==> config.mk <==
export PLATFORM = sky130hd
export DESIGN_NAME = smd_queue
export DESIGN_NICKNAME = d
export VERILOG_FILES = /design/src/hw/rtl/smd_pkg.sv /design/src/hw/rtl/smd_queue.sv
export SDC_FILE = /design/constraint.sdc
export NUM_CORES = 1
export LEC_CHECK = 0
export BUFFER_PORTS_ARGS = -buffer_cell sky130_fd_sc_hd__buf_4
export CAP_MARGIN = 0
export CORE_ASPECT_RATIO = 1.5
export CORE_MARGIN = 3
export CORE_UTILIZATION = 30
export CTS_CLUSTER_DIAMETER = 80
export CTS_CLUSTER_SIZE = 8
export DETAILED_ROUTE_END_ITERATION = 10
export GPL_TIMING_DRIVEN = 0
export PLACE_DENSITY = 0.58
export SLEW_MARGIN = 20
export SYNTH_ARGS = -nofsm -noshare
export SYNTH_HDL_FRONTEND = slang
export SYNTH_SLANG_ARGS = --single-unit
==> constraint.sdc <==
create_clock -name i_clk -period 2.67 [get_ports i_clk]
set_clock_uncertainty 0.05 [all_clocks]
set_input_delay 0 -clock i_clk [delete_from_list [all_inputs] [get_ports i_clk]]
set_output_delay 0 -clock i_clk [all_outputs]
set_load 0.05 [all_outputs]
==> src/hw/rtl/smd_pkg.sv <==
// Shared types, constants and float32 helper functions for the magnitude decimator.
`timescale 1ns / 1ps
package smd_pkg;

    localparam int MaxRow   = 4096;
    localparam int MaxGroup = 256;
    localparam int QDepth   = 4;
    localparam int QPtrW    = $clog2(QDepth);

    localparam logic [31:0] ScaleReset   = 32'h42c8_0000;
    localparam logic [31:0] FloatNan     = 32'h7fc0_0000;
    localparam logic [31:0] FloatInf     = 32'h7f80_0000;
    localparam logic [31:0] HalfMaxFloat = 32'h477f_e000;

    typedef enum logic [2:0] {
        CFG_SCALE        = 3'd0,
        CFG_ROW_LENGTH   = 3'd1,
        CFG_FIRST_COLUMN = 3'd2,
        CFG_GROUP_SIZE   = 3'd3,
        CFG_OUTPUT_COUNT = 3'd4,
        CFG_HALF_OUTPUT  = 3'd5
    } t_cfg_idx;

    typedef enum logic [1:0] {
        FC_NUM  = 2'd0,
        FC_ZERO = 2'd1,
        FC_INF  = 2'd2,
        FC_NAN  = 2'd3
    } t_fcls;

    typedef struct packed {
        logic [31:0] real_bits;
        logic [31:0] imag_bits;
        logic        act;
        logic        close;
        logic        row_end;
    } t_item;

    typedef struct packed {
        logic [31:0] scale;
        logic        half;
    } t_cfg_view;

    typedef struct packed {
        logic               sign;
        t_fcls              cls;
        logic [47:0]        prod;
        logic signed [10:0] esum;
    } t_mpre;

    function automatic t_mpre fmul_pre(logic [31:0] a, logic [31:0] b);
        t_mpre       r;
        logic [7:0]  ea;
        logic [7:0]  eb;
        logic [7:0]  ea1;
        logic [7:0]  eb1;
        logic        a_nan;
        logic        b_nan;
        logic        a_inf;
        logic        b_inf;
        logic        a_z;
        logic        b_z;
        logic [23:0] ma;
        logic [23:0] mb;
        ea    = a[30:23];
        eb    = b[30:23];
        a_nan = (ea == 8'hff) && (a[22:0] != 23'd0);
        b_nan = (eb == 8'hff) && (b[22:0] != 23'd0);
        a_inf = (ea == 8'hff) && (a[22:0] == 23'd0);
        b_inf = (eb == 8'hff) && (b[22:0] == 23'd0);
        a_z   = (a[30:0] == 31'd0);
        b_z   = (b[30:0] == 31'd0);
        ea1   = (ea == 8'd0) ? 8'd1 : ea;
        eb1   = (eb == 8'd0) ? 8'd1 : eb;
        ma    = {ea != 8'd0, a[22:0]};
        mb    = {eb != 8'd0, b[22:0]};
        r.sign = a[31] ^ b[31];
        r.prod = ma * mb;
        r.esum = $signed({3'b000, ea1}) + $signed({3'b000, eb1}) - 11'sd126;
        if (a_nan || b_nan || (a_inf && b_z) || (b_inf && a_z)) begin
            r.cls = FC_NAN;
        end else if (a_inf || b_inf) begin
            r.cls = FC_INF;
        end else if (a_z || b_z) begin
            r.cls = FC_ZERO;
        end else begin
            r.cls = FC_NUM;
        end
        return r;
    endfunction

    function automatic logic [31:0] fmul_post(t_mpre p);
        logic [5:0]         lz;
        logic [47:0]        pn;
        logic [47:0]        sh;
        logic [47:0]        mask;
        logic signed [11:0] e;
        logic signed [11:0] amt;
        logic [5:0]         rs;
        logic [7:0]         ef;
        logic               st;
        logic [23:0]        m;
        logic               g;
        logic               s;
        logic [24:0]        mr;
        logic [30:0]        mag;
        logic [31:0]        res;
        lz = 6'd0;
        for (int i = 0; i < 48; i++) begin
            if (p.prod[i]) lz = 6'(47 - i);
        end
        pn = p.prod << lz;
        e  = {p.esum[10], p.esum} - $signed({6'b000000, lz});
        st = 1'b0;
        sh = pn;
        ef = e[7:0];
        if (e < 12'sd1) begin
            amt  = 12'sd1 - e;
            rs   = (amt > 12'sd48) ? 6'd48 : amt[5:0];
            mask = ~({48{1'b1}} << rs);
            st   = |(pn & mask);
            sh   = pn >> rs;
            ef   = 8'd1;
        end
        m   = sh[47:24];
        g   = sh[23];
        s   = (|sh[22:0]) | st;
        mr  = {1'b0, m} + {24'd0, g & (s | m[0])};
        mag = {ef - 8'd1, 23'd0} + {6'd0, mr};
        case (p.cls)
            FC_NAN:  res = FloatNan;
            FC_INF:  res = {p.sign, FloatInf[30:0]};
            FC_ZERO: res = {p.sign, 31'd0};
            default: begin
                if (e > 12'sd254) res = {p.sign, FloatInf[30:0]};
                else res = {p.sign, mag};
            end
        endcase
        return res;
    endfunction

    // Operands are squares, so both signs are clear.
    function automatic logic [31:0] fadd_pos(logic [31:0] a, logic [31:0] b);
        logic [30:0] x;
        logic [30:0] y;
        logic [7:0]  ex1;
        logic [7:0]  ey1;
        logic [7:0]  d;
        logic [23:0] mx;
        logic [23:0] my;
        logic [49:0] ext;
        logic [49:0] sh;
        logic        so;
        logic [26:0] xa;
        logic [26:0] ya;
        logic [27:0] sum;
        logic [26:0] sn;
        logic [8:0]  e;
        logic [23:0] m;
        logic        g;
        logic        s;
        logic [24:0] mr;
        logic [30:0] mag;
        logic [31:0] res;
        if (a[30:0] < b[30:0]) begin
            x = b[30:0];
            y = a[30:0];
        end else begin
            x = a[30:0];
            y = b[30:0];
        end
        ex1 = (x[30:23] == 8'd0) ? 8'd1 : x[30:23];
        ey1 = (y[30:23] == 8'd0) ? 8'd1 : y[30:23];
        d   = ex1 - ey1;
        mx  = {x[30:23] != 8'd0, x[22:0]};
        my  = {y[30:23] != 8'd0, y[22:0]};
        ext = {my, 26'd0};
        sh  = ext >> d;
        so  = |(ext & ~({50{1'b1}} << d));
        xa  = {mx, 3'b000};
        ya  = {sh[49:24], (|sh[23:0]) | so};
        sum = {1'b0, xa} + {1'b0, ya};
        if (sum[27]) begin
            sn = {sum[27:2], sum[1] | sum[0]};
            e  = {1'b0, ex1} + 9'd1;
        end else begin
            sn = sum[26:0];
            e  = {1'b0, ex1};
        end
        m   = sn[26:3];
        g   = sn[2];
        s   = |sn[1:0];
        mr  = {1'b0, m} + {24'd0, g & (s | m[0])};
        mag = {e[7:0] - 8'd1, 23'd0} + {6'd0, mr};
        if (((a[30:23] == 8'hff) && (a[22:0] != 23'd0)) ||
            ((b[30:23] == 8'hff) && (b[22:0] != 23'd0))) begin
            res = FloatNan;
        end else if ((a[30:23] == 8'hff) || (b[30:23] == 8'hff) || (e > 9'd254)) begin
            res = FloatInf;
        end else begin
            res = {1'b0, mag};
        end
        return res;
    endfunction

    function automatic logic [15:0] to_half_sat(logic [31:0] v);
        logic [31:0] c;
        logic [7:0]  e;
        logic [22:0] m;
        logic [14:0] hb;
        logic [12:0] rem;
        logic [7:0]  shf;
        logic [23:0] m24;
        logic [23:0] hs;
        logic [23:0] rs;
        logic [23:0] mid;
        logic [15:0] h;
        if (v[31] || ((v[30:23] == 8'hff) && (v[22:0] != 23'd0))) begin
            c = 32'd0;
        end else if (v[30:0] > HalfMaxFloat[30:0]) begin
            c = HalfMaxFloat;
        end else begin
            c = v;
        end
        e = c[30:23];
        m = c[22:0];
        if (c == 32'd0) begin
            h = 16'd0;
        end else if (e >= 8'd113) begin
            hb  = {5'(e - 8'd112), m[22:13]};
            rem = m[12:0];
            if ((rem > 13'h1000) || ((rem == 13'h1000) && hb[0])) h = {1'b0, hb} + 16'd1;
            else h = {1'b0, hb};
        end else begin
            shf = 8'd126 - e;
            m24 = {1'b1, m};
            hs  = m24 >> shf;
            rs  = m24 & ~({24{1'b1}} << shf);
            mid = 24'd1 << (shf - 8'd1);
            if (shf >= 8'd25) h = 16'd0;
            else if ((rs > mid) || ((rs == mid) && hs[0])) h = hs[15:0] + 16'd1;
            else h = hs[15:0];
        end
        return h;
    endfunction

endpackage

==> src/hw/rtl/smd_queue.sv <==
// Small register FIFO between the classifying front and the arithmetic back.
`timescale 1ns / 1ps
module smd_queue
    import smd_pkg::*;
(
    input  logic  i_clk,
    input  logic  i_rst_n,
    input  logic  i_push,
    input  t_item i_data,
    output logic  o_full,
    input  logic  i_pop,
    output logic  o_empty,
    output t_item o_head
);
    t_item            r_mem [QDepth];
    logic [QPtrW-1:0] r_wp;
    logic [QPtrW-1:0] r_rp;
    logic [QPtrW:0]   r_cnt;

    assign o_full  = (r_cnt == (QPtrW+1)'(QDepth));
    assign o_empty = (r_cnt == '0);
    assign o_head  = r_mem[r_rp];

    always_ff @(posedge i_clk) begin
        if (i_push) r_mem[r_wp] <= i_data;
    end

    always_ff @(posedge i_clk) begin
        if (!i_rst_n) begin
            r_wp  <= '0;
            r_rp  <= '0;
            r_cnt <= '0;
        end else begin
            if (i_push) r_wp <= r_wp + 1'b1;
            if (i_pop) r_rp <= r_rp + 1'b1;
            case ({i_push, i_pop})
                2'b10:   r_cnt <= r_cnt + 1'b1;
                2'b01:   r_cnt <= r_cnt - 1'b1;
                default: r_cnt <= r_cnt;
            endcase
        end
    end
endmodule

==> results of run 1 <==
## critical path: cells and delay by family (launching register included)
| family | cells | cell delay [ns] |
|---|---|---|
| mux | 1 | 0.37 |
| buf+inv | 3 | 0.91 |
| flops | 1 | 0.49 |
## placed cells by master, fill, tap and decap left out, types with 2 or more instances in the layout
cell,instances
buf_4,142
dlygate4sd3_1,71
and2_1,6
buf_12,4
mux4_2,67
ha_1,5
o21ai_0,2
and2_4,4
edfxtp_1,268
xor2_1,3
buf_2,4
buf_1,3
clkbuf_16,42
xnor2_1,2
diode_2,3
dfxtp_1,9
buf_16,4
inv_1,6
clkbuf_1,7
nand2_1,2
## layer usage
layer / up-vias / GRT usage (%)
li1: 2184 / -
met1: 2540 / 12.8
met4: 0 / 3.89
met5: - / 0
met3: 34 / 2.78
met2: 133 / 21.0
## sequential cells by signal (all words and copies together), names as in the netlist, named ones only
name and count:
r_wp 2, r_rp 2, r_mem 268, r_cnt 3
## area by class of cell
class,instances,area (um^2),share of cell area (%)
timing repair buffer,214,1860,13.7
clock buffer,49,1080,7.89
tap,415,519,3.80
sequential,277,8230,60.3
multi-input combinational,98,1770,12.9
antenna,3,7.51,0.0550
buffer,15,145,1.06
clock inverter,2,21.3,0.156
inverter,6,22.5,0.165
## path summary, 6_finish.rpt
path                                 start      endpoint  slack, ns
worst max-delay path              register    o_head[34]       0.34
worst min-delay path            i_data[12]  r_mem[1][12]       0.19
worst max register to register     r_wp[0]  r_mem[2][29]       0.89
worst min register to register    r_cnt[2]      r_cnt[2]       0.47
## stage by stage
step / hold WS [ns] / cells / setup WS [ns] / cell area, um^2
floorplan: 0.0489 / 396 / 0.0746 / 10200
global placement: 0.148 / 950 / -1.18 / 11700
detailed placement: 0.152 / 954 / 0.755 / 11800
CTS: 0.135 / 1076 / 0.194 / 13600
global route: 0.166 / 1076 / 0.182 / 13600
finish: 0.186 / 1079 / 0.338 / 13700
## cell families (layout without fill, tap and decap cells)
family          after synthesis  in the layout  share of synthesized area (%)
flops                       277            277                           81.0
mux                          68             68                           15.0
buf+inv                      21            286                           1.65
simple gates                 16             16                          0.924
fa+ha+maj                     6              6                          0.813
xor+xnor                      5              5                          0.431
compound gates                3              3                          0.173
other cells                   0              3                              0
## report_power, final
part | total (uW) | leakage [uW] | internal (uW) | switching, uW
sequential | 5050 | 0.00254 | 5000 | 50.2
combinational | 1680 | 0.00159 | 650 | 1030
clock | 4420 | 0.000537 | 2780 | 1640
total | 11200 | 0.00467 | 8430 | 2720
## timing repair
item / in CTS / in global routing
resized for setup: 0 / 0
endpoints found under the hold margin: 277 / 0
setup buffers: 0 / 0
hold buffers: 71 / 0
==> flow_metrics.py, run 1 <==
metrics = {
    "power": {
        "power_leakage_uw": 0.00467,
        "ir_worst_vdd_mv": 0.685,
        "power_density_mw_per_mm2": 817,
        "totalPowerFinal_uw": 11200,
    },
    "setup_path": {
        "cp_cell_sequence": "buf_2 > buf_2 > mux4_2 > buf_4",
        "path_max_fanout": 10,
        "cp-start-kind": "register",
        "end_kind": "primary output",
        "critPathMaxStageDelay_ns": 0.49,
        "reg2reg_depth": 4,
        "cp_common_cell": "buf_2",
        "cp.required_ns": 2.62,
        "arrival_ns": 2.28,
        "path_class": "reg2out",
        "slowest_stage": "dfxtp_1",
    },
    "detailed_routing": {
        "via_count": 4891,
        "met1_length_um": 7790,
        "drcViolationCount": 0,
        "postRouteAntennaNets": 0,
        "wl_um": 20400,
        "met3WireLength_um": 964,
        "highest_layer": "met4",
        "drtPass1Iterations": 4,
        "post_drt_wl_per_cell_um": 18.9,
        "drt-initial-drc-count": 219,
        "avgViaCountPerCell": 4.53,
        "wl_met2_um": 11200,
    },
    "global_routing": {
        "overflow": 0,
        "grtUsageTotal_pct": 11.4,
        "antenna_found_initial": 3,
        "grt_pass1_vias": 5720,
        "grt_max_degree": 41,
        "grt_first_pass_wirelength_um": 31700,
    },
    "floorplan": {
        "start_util_pct": 30.7,
        "die_width_um": 156,
        "rows": 81,
        "die-area_mm2": 0.0361,
        "io-pin-count": 140,
        "die_h_um": 231,
        "core_area_mm2": 0.0330,
    },
    "sta": {
        "fmaxAchievable_ghz": 0.429,
        "finalHoldViolCount": 0,
        "worst_slew_pin_slew_ns": 0.680,
        "layout_min_cycle_time_ns": 2.33,
        "slew_headroom_pct": 54.7,
        "rsz0062_at_grt": "no",
        "setup_tns_ns": 0,
        "setup_viol": 0,
        "period_share_pct": 87.3,
        "slew_violations": 0,
    },
    "logic_synthesis": {
        "synth_ff_type": "edfxtp_1",
        "yosysWarnings": 0,
        "avgSynthCellArea_um2": 25.6,
        "synth_edf_count": 268,
        "synth_area_mm2": 0.0102,
        "syn-num-nets": 473,
        "async_flop_share_pct": 0,
        "yosysMostFrequentCell": "edfxtp_1",
        "yosys-top-cells-count": "edfxtp_1, mux4_2, and2_1",
        "syn_inst": 396,
        "ys_ff_latch": 277,
        "yosysTopAreaCellShare_pct": 79.3,
        "ys_seq_area_share_pct": 81.0,
        "synthTopCellsByArea": "edfxtp_1, mux4_2, dfxtp_1, buf_12, and2_1",
        "synth_top_area_cell": "edfxtp_1",
        "yosysUniqueCellTypes": 22,
    },
    "worst_hold_path": {
        "hold_path_class": "in2reg",
        "hold_path_depth": 2,
    },
    "cts": {
        "cts_buffer_depth": 3,
        "cts.sinks": 277,
        "clkTransAtPathRegs_ns": 0.05,
        "htree_levels": 2,
        "cts_buffers": 40,
        "cts-root-buf": "clkbuf_16",
        "cts_tree": "done",
        "clk_latency_ns": 0.51,
    },
    "cells_and_area": {
        "postLayoutCoreUtil_pct": 41.3,
        "fill_cells": 2913,
        "areaGrowthSynthToFinish_pct": 34.5,
        "layout-drive-gt1-share_pct": 40.8,
        "nNetsFinal": 729,
    },
    "run": {
        "cap_viol_max_count": 0,
    },
    "placed_design": {
        "io_buffers": 139,
        "gp_congestion": 0.697,
        "dp_hpwl_um": 12600,
    },
    "outcome": {
        "outcome": "completed",
    },
}
Power figures use the tool's default switching activity.
==> run 2: changes to the inputs <==
- CELL_PAD_IN_SITES_DETAIL_PLACEMENT: default -> 1
- CELL_PAD_IN_SITES_GLOBAL_PLACEMENT: default -> 1
- PLACE_DENSITY: 0.58 -> 0.61
- clock period: 2.67 -> 2.15 ns (I/O delays scaled with it)
==> run 2 against run 1 <==
  * Final cell count grew 0.83%
  * Wire length grew 9.8%
  * Sequential share of layout area decreased by 0.31 points
==> flow_metrics.py, run 2 (same netlist as run 1, synthesis figures left out) <==
metrics = {
    "power": {
        "power_leakage_uw": 0.00471,
        "power_density_mw_per_mm2": 1010,
        "totalPowerFinal_uw": 13900,
        "ir_worst_vdd_mv": 0.633,
    },
    "setup_path": {
        "slowest_stage": "mux4_2",
        "path_max_fanout": 10,
        "path_class": "reg2out",
        "end_kind": "primary output",
        "cp_common_cell": "buf_12",
        "arrival_ns": 2.00,
        "cp.required_ns": 2.10,
        "cp_cell_sequence": "buf_6 > buf_12 > buf_12 > mux4_2 > buf_4",
        "critPathMaxStageDelay_ns": 0.52,
        "cp-start-kind": "register",
    },
    "detailed_routing": {
        "avgViaCountPerCell": 4.58,
        "drtPass1Iterations": 4,
        "via_count": 4986,
        "wl_um": 22400,
        "drt-initial-drc-count": 295,
        "postRouteAntennaNets": 0,
        "post_drt_wl_per_cell_um": 20.6,
        "drcViolationCount": 0,
    },
    "cells_and_area": {
        "layout-drive-gt1-share_pct": 41.3,
        "largest-register": "r_mem",
        "areaGrowthSynthToFinish_pct": 35.2,
        "final_common_cell": "edfxtp_1",
        "nNetsFinal": 736,
        "largest_reg_flops": 268,
        "top_regs": "r_mem x268, r_cnt x3",
        "layout_common_cells": "edfxtp_1, buf_4, dlygate4sd3_1, mux4_2, clkbuf_16",
        "insertedDiodeCount": 0,
        "finalInstanceArea_mm2": 0.0137,
    },
    "placed_design": {
        "dpl-instance-area_mm2": 0.0118,
        "io_buffers": 139,
        "gp_congestion": 0.683,
        "pre_cts_slack_ns": 0.181,
        "dp_hpwl_um": 13500,
    },
    "global_routing": {
        "grt_max_degree": 44,
        "grt_pass1_vias": 5776,
        "grtUsageTotal_pct": 12.4,
        "overflow": 0,
        "antenna_found_initial": 0,
        "grt_first_pass_wirelength_um": 33500,
    },
    "floorplan": {
        "io-pin-count": 140,
        "die_h_um": 231,
        "core_area_mm2": 0.0330,
        "rows": 81,
        "die_width_um": 156,
        "start_util_pct": 30.7,
        "die-area_mm2": 0.0361,
    },
    "worst_hold_path": {
        "hold_path_class": "in2reg",
    },
    "cts": {
        "cts-root-buf": "clkbuf_16",
        "htree_levels": 2,
        "cts.sinks": 277,
        "cts_buffers": 40,
        "cts_buffer_depth": 3,
        "cts_tree": "done",
        "clkTransAtPathRegs_ns": 0.05,
        "clk_latency_ns": 0.51,
    },
    "sta": {
        "timing.hold.ws_ns": 0.179,
        "slew_violations": 0,
        "finalHoldViolCount": 0,
        "worst_slew_pin_slew_ns": 0.760,
        "layout_min_cycle_time_ns": 2.05,
        "period_share_pct": 95.4,
        "setup_slack_ns": 0.0980,
        "slew_headroom_pct": 49.3,
        "fmaxAchievable_ghz": 0.487,
        "setup_viol": 0,
        "setup_tns_ns": 0,
    },
    "run": {
        "cap_viol_max_count": 0,
    },
    "outcome": {
        "outcome": "completed",
    },
}
-- run 2: cell count changes in the layout (fill, tap and decap cells not counted), moves of 2 or more --
| cell | change |
|---|---|
| buf_6 | +6 |
| clkbuf_1 | +7 |
| diode_2 | -3 |
| buf_16 | -4 |
| buf_4 | +2 |
| buf_12 | +4 |
| buf_1 | -3 |
-- run 2: worst paths after layout --
check	from	depth (start not counted)	endpoint	slack, ns
max	register	5	o_head[33]	0.1
min	i_data[8]	2	r_mem[2][8]	0.18
max reg2reg	r_wp[0]	4	r_mem[2][22]	0.22
min reg2reg	r_cnt[2]	2	r_cnt[2]	0.52
-- run 2: critical path, delay by kind of cell (launching register included) --
kind                   cells  cell delay (ns)
buffers and inverters      4             0.64
muxes                      1             0.52
DFF                        1             0.32
-- run 2: layout make-up --
| type | instances | area [um^2] |
|---|---|---|
| inverter | 6 | 22.5 |
| clock buffer | 55 | 1080 |
| fill | 3150 | 19300 |
| buffer | 15 | 166 |
| sequential | 277 | 8230 |
| tap | 415 | 519 |
| multi-input combinational | 98 | 1770 |
| timing repair buffer | 221 | 1940 |
| clock inverter | 1 | 5.00 |
-- run 2: metrics by stage --
step                      utilization [%]  std cells
after floorplan                         -        396
after global placement               35.5        950
after detailed placement             35.7        954
after CTS                            41.2       1081
after global routing                 41.5       1088
final                                41.5       1088
-- run 2: layer usage --
metal	part of all wire [%]	up-vias	global-route usage, %
met5	0	-	0
met4	2.3	0	4.11
met3	4.3	33	3.01
li1	-	2204	-
met2	55	120	22.7
met1	39	2629	14.0
-- run 2: repair_timing --
action                                  4_1_cts  5_1_grt
pin swaps                                     0        0
endpoints found under the setup margin       60       30
buffers inserted                              0        5
endpoints found under the hold margin       277        0
gates resized for setup                       5        9
hold buffers                                 71        0
cloned                                        0        2
-- run 2: where the power goes --
part	leakage [uW]	total, uW	switching [uW]	internal (uW)
registers	0.00254	6280	63.5	6210
logic	0.00165	2160	1320	844
clock network	0.000526	5470	2060	3420
==> run 3: changes to the inputs <==
- ABC_AREA: default -> 1
- PLACE_DENSITY: 0.61 -> 0.63
==> run 3 against run 2 <==
  * Sequential share of layout area fell by 1.7 points
  * Die area up 2.1%
  * Highest routed layer unchanged
  * Combinational power down 5%
  * Hold slack worse by 0.0091 ns
  * First-iteration DRC count up 12%
  * Flip-flop and latch count unchanged
  * Final area increased by 2.9%
  * Final cell count increased by 29%
==> flow_metrics.py, run 3 <==
metrics = {
    "cells_and_area": {
        "areaGrowthSynthToFinish_pct": 36.0,
        "multi_input_area_mm2": 0.00182,
        "top_regs": "r_mem x268, r_cnt x3",
        "largest_reg_flops": 268,
        "finalInstanceArea_mm2": 0.0141,
        "finalNonFillerCells": 1407,
        "layout_common_cells": "edfxtp_1, buf_4, nor2_1, o21ai_0, dlygate4sd3_1",
        "fill_cells": 3370,
        "layout-drive-gt1-share_pct": 25.3,
        "nNetsFinal": 1046,
        "seqCellArea_mm2": 0.00823,
        "largest-register": "r_mem",
        "postLayoutCoreUtil_pct": 41.8,
        "final_common_cell": "edfxtp_1",
    },
    "logic_synthesis": {
        "synthAdderAreaFrac_pct": 0.796,
        "yosysUniqueCellTypes": 22,
        "yosysMostFrequentCell": "edfxtp_1",
        "yosysTopAreaCellShare_pct": 77.6,
        "yosys.area_share.xor_xnor_pct": 0,
        "synthTopCellsByArea": "edfxtp_1, o21ai_0, nor2_1, o22ai_1, dfxtp_1",
        "synth_ff_type": "edfxtp_1",
        "syn-num-nets": 782,
        "synth_simple_gate_area_share_pct": 5.49,
        "synth_top_family_by_area": "compound AO/OA/AOI/OAI gates",
        "muxShareOfSynthArea_pct": 0,
        "yosys-top-cells-count": "edfxtp_1, nor2_1, o21ai_0",
        "synth_top_area_cell": "edfxtp_1",
        "avgSynthCellArea_um2": 14.7,
        "ys_seq_area_share_pct": 79.3,
        "synth_area_mm2": 0.0104,
        "yosysWarnings": 0,
        "async_flop_share_pct": 0,
        "ys_ff_latch": 277,
        "synth_compound_area_share_pct": 11.0,
        "syn_inst": 705,
        "synth_edf_count": 268,
    },
    "cts": {
        "cts.sinks": 277,
        "cts_buffers": 40,
        "post_cts_buffers": 0,
        "cts_tree": "done",
        "cts-root-buf": "clkbuf_16",
        "clkTransAtPathRegs_ns": 0.05,
        "htree_levels": 2,
        "clk_latency_ns": 0.52,
        "cts_buffer_depth": 3,
    },
    "sta": {
        "fmaxAchievable_ghz": 0.487,
        "worst_slew_pin_slew_ns": 0.708,
        "slew_violations": 0,
        "setup_viol": 0,
        "finalHoldViolCount": 0,
        "timing.hold.ws_ns": 0.170,
        "period_share_pct": 95.6,
        "slew_headroom_pct": 52.5,
        "setup_tns_ns": 0,
        "layout_min_cycle_time_ns": 2.05,
    },
    "setup_path": {
        "arrival_ns": 2.00,
        "slowest_stage": "dfxtp_1",
        "cp_common_cell": "buf_6",
        "path_max_fanout": 10,
        "path_class": "reg2out",
        "end_kind": "primary output",
        "cp-start-kind": "register",
        "cp.required_ns": 2.10,
        "critPathMaxStageDelay_ns": 0.32,
        "cp_cell_sequence": "buf_6 > buf_6 > clkbuf_4 > nor2_1 > o22ai_1 > buf_4",
        "crit_family": "buffers and inverters",
        "cp_num_buf_inv": 4,
    },
    "floorplan": {
        "die-area_mm2": 0.0369,
        "start_util_pct": 30.7,
        "die_width_um": 158,
        "die_h_um": 234,
        "core_area_mm2": 0.0338,
        "rows": 82,
        "io-pin-count": 140,
    },
    "detailed_routing": {
        "avgViaCountPerCell": 4.83,
        "drtPass1Iterations": 4,
        "drcViolationCount": 0,
        "drt-initial-drc-count": 329,
        "post_drt_wl_per_cell_um": 20.3,
        "postRouteAntennaNets": 0,
        "wl_um": 28600,
        "via_count": 6789,
    },
    "global_routing": {
        "overflow": 0,
        "grt_first_pass_wirelength_um": 42700,
        "top_usage_layer": "met2",
        "grtUsageTotal_pct": 15.4,
        "use_met1_pct": 17.0,
        "met3_usage_pct": 3.18,
        "grt_pass1_vias": 7451,
        "grtUsageMet2_pct": 29.0,
        "antenna_found_initial": 1,
        "grt_max_degree": 27,
    },
    "placed_design": {
        "dp.cells": 1275,
        "io_buffers": 139,
        "gp_congestion": 0.694,
        "dp_hpwl_um": 18200,
        "dpl-instance-area_mm2": 0.0122,
    },
    "worst_hold_path": {
        "hold_path_class": "in2reg",
    },
    "power": {
        "ir_worst_vdd_mv": 0.789,
        "power_leakage_uw": 0.00503,
        "power_density_mw_per_mm2": 987,
    },
    "outcome": {
        "outcome": "completed",
    },
    "run": {
        "cap_viol_max_count": 0,
    },
}
[run 3: cell count changes in the layout (fill, tap and decap cells not counted), moves of 9 or more]
cell      change
nor2_1      +137
o21ai_0     +135
mux4_2       -67
o22ai_1      +63
clkbuf_2     +17
clkbuf_4      +9
[run 3: layout make-up]
type,count,area share (%)
plain buffers,43,2.23
well taps,420,3.72
inverters,17,0.611
clock inverters,2,0.151
diodes,1,0.0177
flip-flops and latches,277,58.3
repair inverters,1,0.0354
clock buffers,57,7.84
multi-input cells,368,12.9
repair buffers,221,14.2
[run 3: path summary, 6_finish.rpt]
check,from,endpoint,slack [ns],cells after the start
setup reg to reg,r_wp[0],r_mem[0][18],0.16,4
hold reg to reg,r_rp[1],register,0.40,1
hold / removal,i_data[1],r_mem[3][1],0.17,2
setup / recovery,register,o_head[17],0.1,6
[run 3: timing repair]
action	4_1_cts	5_1_grt
pin swaps	0	0
cloned	0	1
setup endpoints to repair	54	66
hold buffers	71	0
hold endpoints to repair	277	0
resized for setup	16	8
[run 3: logic make-up (layout without fill, tap and decap cells)]
kind of cell	after synthesis	in the layout
AOI/OAI and AO/OA	212	212
adders and majority gates	6	6
buffers and inverters	60	341
DFF	277	277
other	0	1
and+or+nand+nor	150	150
[run 3: through the flow]
stage | worst slack [ns] | power [uW]
detailed placement | 0.0434 | 8300
global placement | -0.985 | 8230
global route | -0.00297 | 14500
CTS | -0.0433 | 14100
floorplan | 0.0493 | 7490
finish | 0.0951 | 13900
[run 3: routing by layer]
metal	wire length [um]	up-vias	part of all wire (%)
met2	15700	147	55
met5	0	-	0
met4	585	0	2.0
li1	-	3183	-
met3	1180	37	4.1
met1	11100	3422	39
[run 3: where the power goes]
part | leakage (uW) | total [uW] | internal, uW | switching, uW
Combinational | 0.00195 | 2050 | 657 | 1400
Clock | 0.000546 | 5640 | 3520 | 2120
Sequential | 0.00254 | 6230 | 6180 | 54.8
Total | 0.00503 | 13900 | 10400 | 3580
